$ cat src/sce_pkg.sv
// ----------------------------------------------------------------------------
// Sector charge estimator package
// Shared widths, constants and the controller/datapath interface types.
// ----------------------------------------------------------------------------
package sce_pkg;

  localparam int SECI_W = 8;
  localparam int CHG_W  = 12;
  localparam int Q4_W   = 16;
  localparam int MODE_W = 11;
  localparam int RC_W   = 10;

  // Charge levels covered by the level histogram.
  localparam int LVL_W = CHG_W;
  localparam int LVL   = 1 << LVL_W;

  // Bin width of the mode histogram and the Q.4 encoding of bin centers.
  localparam int BIN_SPAN = 5;
  localparam int MODE_STEP = 80;
  localparam int MODE_OFS  = 40;

  // floor(x/10) == (x*52429) >> 19 for every x the batch size can produce.
  localparam int RECIP10    = 52429;
  localparam int RECIP10_SH = 19;
  localparam int KEEP_NUM   = 7;

  // Configuration register indexes.
  localparam logic REG_MIN_CHARGE  = 1'b0;
  localparam logic REG_RESET_COUNT = 1'b1;

  typedef struct packed {
    logic in_load;
    logic cnt_rd;
    logic append;
    logic st_rd;
    logic hist_rd;
    logic hist_inc;
    logic sweep_start;
    logic clear;
    logic div_start;
    logic div_sel;
    logic out_load;
  } sce_cmd_t;

  typedef struct packed {
    logic keep;
    logic batch_full;
    logic hist_last;
    logic clr_done;
    logic sweep_done;
    logic div_done;
    logic out_free;
  } sce_status_t;

endpackage

$ cat src/sce_ctrl.sv
// ----------------------------------------------------------------------------
// Sector charge estimator controller
// Sequences the histogram clear after reset, appends, histogram fill, sweep, divisions and result hand-off.
// ----------------------------------------------------------------------------
module sce_ctrl (
  input  logic                 clk_i,
  input  logic                 rst_ni,
  input  logic                 in_valid_i,
  output logic                 in_ready_o,
  input  sce_pkg::sce_status_t status_i,
  output sce_pkg::sce_cmd_t    cmd_o
);
  import sce_pkg::*;

  localparam logic [3:0] ST_CLEAR  = 4'd0;
  localparam logic [3:0] ST_IDLE   = 4'd1;
  localparam logic [3:0] ST_CRD    = 4'd2;
  localparam logic [3:0] ST_APPEND = 4'd3;
  localparam logic [3:0] ST_HADDR  = 4'd4;
  localparam logic [3:0] ST_HHRD   = 4'd5;
  localparam logic [3:0] ST_HWR    = 4'd6;
  localparam logic [3:0] ST_SWEEP  = 4'd7;
  localparam logic [3:0] ST_DIVC   = 4'd8;
  localparam logic [3:0] ST_DIVCW  = 4'd9;
  localparam logic [3:0] ST_DIVL   = 4'd10;
  localparam logic [3:0] ST_DIVLW  = 4'd11;
  localparam logic [3:0] ST_DONE   = 4'd12;

  logic [3:0] state_q, state_d;

  always_comb begin
    state_d = state_q;
    cmd_o   = '0;
    unique case (state_q)
      ST_CLEAR: begin
        cmd_o.clear = 1'b1;
        if (status_i.clr_done) state_d = ST_IDLE;
      end
      ST_IDLE: begin
        cmd_o.in_load = in_valid_i;
        if (in_valid_i && status_i.keep) state_d = ST_CRD;
      end
      ST_CRD: begin
        cmd_o.cnt_rd = 1'b1;
        state_d = ST_APPEND;
      end
      ST_APPEND: begin
        cmd_o.append = 1'b1;
        state_d = status_i.batch_full ? ST_HADDR : ST_IDLE;
      end
      ST_HADDR: begin
        cmd_o.st_rd = 1'b1;
        state_d = ST_HHRD;
      end
      ST_HHRD: begin
        cmd_o.hist_rd = 1'b1;
        state_d = ST_HWR;
      end
      ST_HWR: begin
        cmd_o.hist_inc = 1'b1;
        if (status_i.hist_last) begin
          cmd_o.sweep_start = 1'b1;
          state_d = ST_SWEEP;
        end else begin
          state_d = ST_HADDR;
        end
      end
      ST_SWEEP: begin
        if (status_i.sweep_done) state_d = ST_DIVC;
      end
      ST_DIVC: begin
        cmd_o.div_start = 1'b1;
        state_d = ST_DIVCW;
      end
      ST_DIVCW: begin
        if (status_i.div_done) state_d = ST_DIVL;
      end
      ST_DIVL: begin
        cmd_o.div_start = 1'b1;
        cmd_o.div_sel   = 1'b1;
        state_d = ST_DIVLW;
      end
      ST_DIVLW: begin
        cmd_o.div_sel = 1'b1;
        if (status_i.div_done) state_d = ST_DONE;
      end
      ST_DONE: begin
        if (status_i.out_free) begin
          cmd_o.out_load = 1'b1;
          state_d = ST_IDLE;
        end
      end
      default: state_d = ST_IDLE;
    endcase
  end

  always_ff @(posedge clk_i or negedge rst_ni) begin
    if (!rst_ni) state_q <= ST_CLEAR;
    else         state_q <= state_d;
  end

  assign in_ready_o = (state_q == ST_IDLE);

  a_append_after_read: assert property (@(posedge clk_i) disable iff (!rst_ni)
    state_q == ST_APPEND |-> $past(state_q) == ST_CRD)
    else $error("append without a preceding count read");

  a_div_start_waits: assert property (@(posedge clk_i) disable iff (!rst_ni)
    cmd_o.div_start |=> state_q == ST_DIVCW || state_q == ST_DIVLW)
    else $error("division started without a wait state");

  a_sweep_done_in_sweep: assert property (@(posedge clk_i) disable iff (!rst_ni)
    status_i.sweep_done |-> state_q == ST_SWEEP)
    else $error("sweep finished outside the sweep state");

endmodule

$ cat config.mk
export PLATFORM = sky130hd
export DESIGN_NAME = sce_ctrl
export DESIGN_NICKNAME = d
export VERILOG_FILES = /design/src/sce_pkg.sv /design/src/sce_ctrl.sv
export SDC_FILE = /design/constraint.sdc
export NUM_CORES = 1
export LEC_CHECK = 0
export BUFFER_PORTS_ARGS = -buffer_cell sky130_fd_sc_hd__clkbuf_2
export CORE_AREA = 2 2 39 41
export DETAILED_ROUTE_END_ITERATION = 8
export DIE_AREA = 0 0 41 43
export HOLD_SLACK_MARGIN = 0.03
export PLACE_DENSITY_LB_ADDON = 0.1
export SYNTH_ARGS = -nofsm -noshare
export SYNTH_HDL_FRONTEND = slang
export SYNTH_SLANG_ARGS = --single-unit
$ cat constraint.sdc
create_clock -name clk_i -period 1.7 [get_ports clk_i]
set_input_delay 0.34 -clock clk_i [delete_from_list [all_inputs] [get_ports clk_i]]
set_output_delay 0.34 -clock clk_i [all_outputs]
set_load 0.05 [all_outputs]
==> qor.csv <==
stage;metric;value;unit
status;status;finished, violations left;
status;violations;negative setup slack;
grt;grt.busiest_layer;met2;
detailed_routing;drt_pass1_iterations;4;
clock_network;numCtsBuffers;3;
setup_path;required;1.36;ns
clock_network;clkTransAtPathRegs;0.04;ns
floorplan;io_pins;22;
setup_path;critPathKind;reg -> out;
clock_network;htree_levels;1;
grt;grt_util_met2;0.291;
placement;postPlaceCellArea;643;sq um
final_layout;largest_registers;state_q: 4 flops;
grt;grt_use_met1;0.222;
synthesis;synthArstFlopShare;1.00;
final_layout;area_growth;98.5;%
grt;antenna_found_initial;0;
sta;slew_violations;0;
worst_hold_path;hold_path.class;in -> async;
final_layout;diodes;0;
pwr;p_leak;0.376;nW
synthesis;synth_edf_count;0;
synthesis;synth_nets;65;
sta;fin_setup_tns;-0.0984;ns
sta;hold_viol_final;0;
detailed_routing;vias_per_cell;5.06;
sta;skew;0.00404;ns
sta;maxSlewHeadroom;0.826;
floorplan;fp.dieW;41;um
placement;port_buffers;21;
grt;use_met3;0.0314;
grt;grt_pass1_vias;513;
floorplan;die_h;43;um
final_layout;top_register;state_q;
synthesis;synth.lib_cells_used.distinct;32;
sta;setup_viol;4;
setup_path;cp-end-kind;primary output;
floorplan;num_rows;14;
floorplan;die_area;0.00176;sq mm
clock_network;clk_latency;0.24;ns
clock_network;cts_tree;built;
pwr;power_per_cell_area;2010;mW/mm^2
final_layout;post-route-util;0.596;
setup_path;critPathMaxFanout;9;
grt;grt_max_degree;11;
final_layout;final_common_cell;buf_4;
grt;track_usage;0.178;
synthesis;ys_seq_area_frac;0.241;
synthesis;synth_seq_cells;4;
grt;grt_overflow_total;0;
sta;timing.fmax;567;MHz
setup_path;cp.arrival;1.42;ns
synthesis;ys.warnings.count;0;
run;drv_cap;0;
final_layout;mostFrequentLayoutCells;buf_4, clkbuf_2, clkbuf_4;
final_layout;largest_register_ff_count;4;
placement;place.gp.congestion;0.786;
synthesis;synthCells;55;
setup_path;worstSetupStartpointType;flip-flop;
final_layout;drive_gt1_frac;0.634;
pwr;ir_worst_vdd;988;uV
detailed_routing;drc;0;
floorplan;core_area;0.00138;sq mm
clock_network;cts.sinks;4;
sta;finalCritPeriodShare;1.04;
final_layout;stdcell_area;825;sq um
detailed_routing;drt_iter0_drc;17;
synthesis;synthFlopType;dfrtp_1;
sta;min_period;1.76;ns
floorplan;start_util;0.300;
placement;dp_hpwl;990;um
synthesis;synth_area;415;sq um
detailed_routing;routed_wl;1430;um
final_layout;nNetsFinal;104;
detailed_routing;detail-route-antenna-nets;0;
sta;fin_ws;-0.0637;ns
sta;rsz0062_at_grt;true;
clock_network;root_buffer;clkbuf_4;
grt;grt_pass1_wl;2160;um
clock_network;cts.path.max_buffers;2;
detailed_routing;routedWlPerCell;13.1;um
synthesis;syn_area_per_cell;7.55;sq um
sta;tightestPinTransition;0.260;ns
detailed_routing;vias;551;
power by group:
group	total (mW)	internal, mW	switching [mW]
clock network	0.134	0.0885	0.0454
registers	0.291	0.151	0.140
logic	1.23	0.570	0.658
path summary, 6_finish.rpt:
| check | from | end | slack (ns) | cells after the start |
|---|---|---|---|---|
| min | rst_ni | state_q[1] | 0.44 | 2 |
| max reg2reg | state_q[1] | state_q[0] | 0.03 | 6 |
| max in group asynchronous | rst_ni | state_q[0] | 1.12 | 2 |
| min in group clk_i | status_i[2] | state_q[3] | 0.44 | 3 |
| min reg2reg | state_q[1] | state_q[3] | 0.69 | 2 |
| max | state_q[1] | cmd_o[10] | -0.06 | 3 |
cells by family (layout without fill, tap and decap cells):
group	after synthesis	count (layout)	synth area share
AO/OA/AOI/OAI	14	14	0.226
buffers and inverters	7	45	0.0873
flip-flops	4	4	0.241
multiplexers	1	1	0.0361
AND/OR/NAND/NOR	29	29	0.410
stage by stage:
stage	total power, mW	setup WS [ns]	instances	hold WS, ns
floorplan	1.03	-0.228	55	0.0444
global route	1.76	-0.133	109	0.441
finish	1.65	-0.0637	109	0.438
CTS	1.60	-0.0391	108	0.425
detailed placement	1.29	0.0325	97	0.150
global placement	1.29	0.0429	97	0.148
repair_timing:
| item | in CTS | in global routing |
|---|---|---|
| hold endpoints to repair | 4 | 0 |
| gates resized for setup | 19 | 15 |
| pin swaps | 0 | 1 |
| setup buffers | 6 | 1 |
| setup endpoints to repair | 12 | 13 |
| hold buffers | 1 | 0 |
Yosys cell counts (all sizes together), types with 2 or more instances:
cell,instances,area [sq um]
inv,3,11.3
nor2b,2,12.5
dfrtp,4,100
o21ai,3,15.0
nor2,6,22.5
nand2,5,21.3
nor4b,2,23.8
buf,3,21.3
nand2b,2,12.5
nor3,5,25.0
a21oi,3,15.0
final cells by class:
| type | instances | area (sq um) |
|---|---|---|
| clock buffers | 4 | 26.3 |
| repair buffers | 38 | 312 |
| flip-flops and latches | 4 | 105 |
| inverters | 3 | 11.3 |
| well taps | 16 | 20.0 |
| fillers | 137 | 559 |
| multi-input cells | 44 | 350 |
metal layers:
metal / vias to the layer above / wire [um]
li1: 273 / -
met1: 258 / 580
met2: 20 / 776
met3: 0 / 72
met4: 0 / 0
met5: - / 0
critical path, cell delays in order, from the launching register on:
cell	delay, ns
dfrtp_2	0.48
nor4b_4	0.35
and2_4	0.20
clkbuf_16	0.15
No activity file was read; power rests on OpenSTA's default activity.
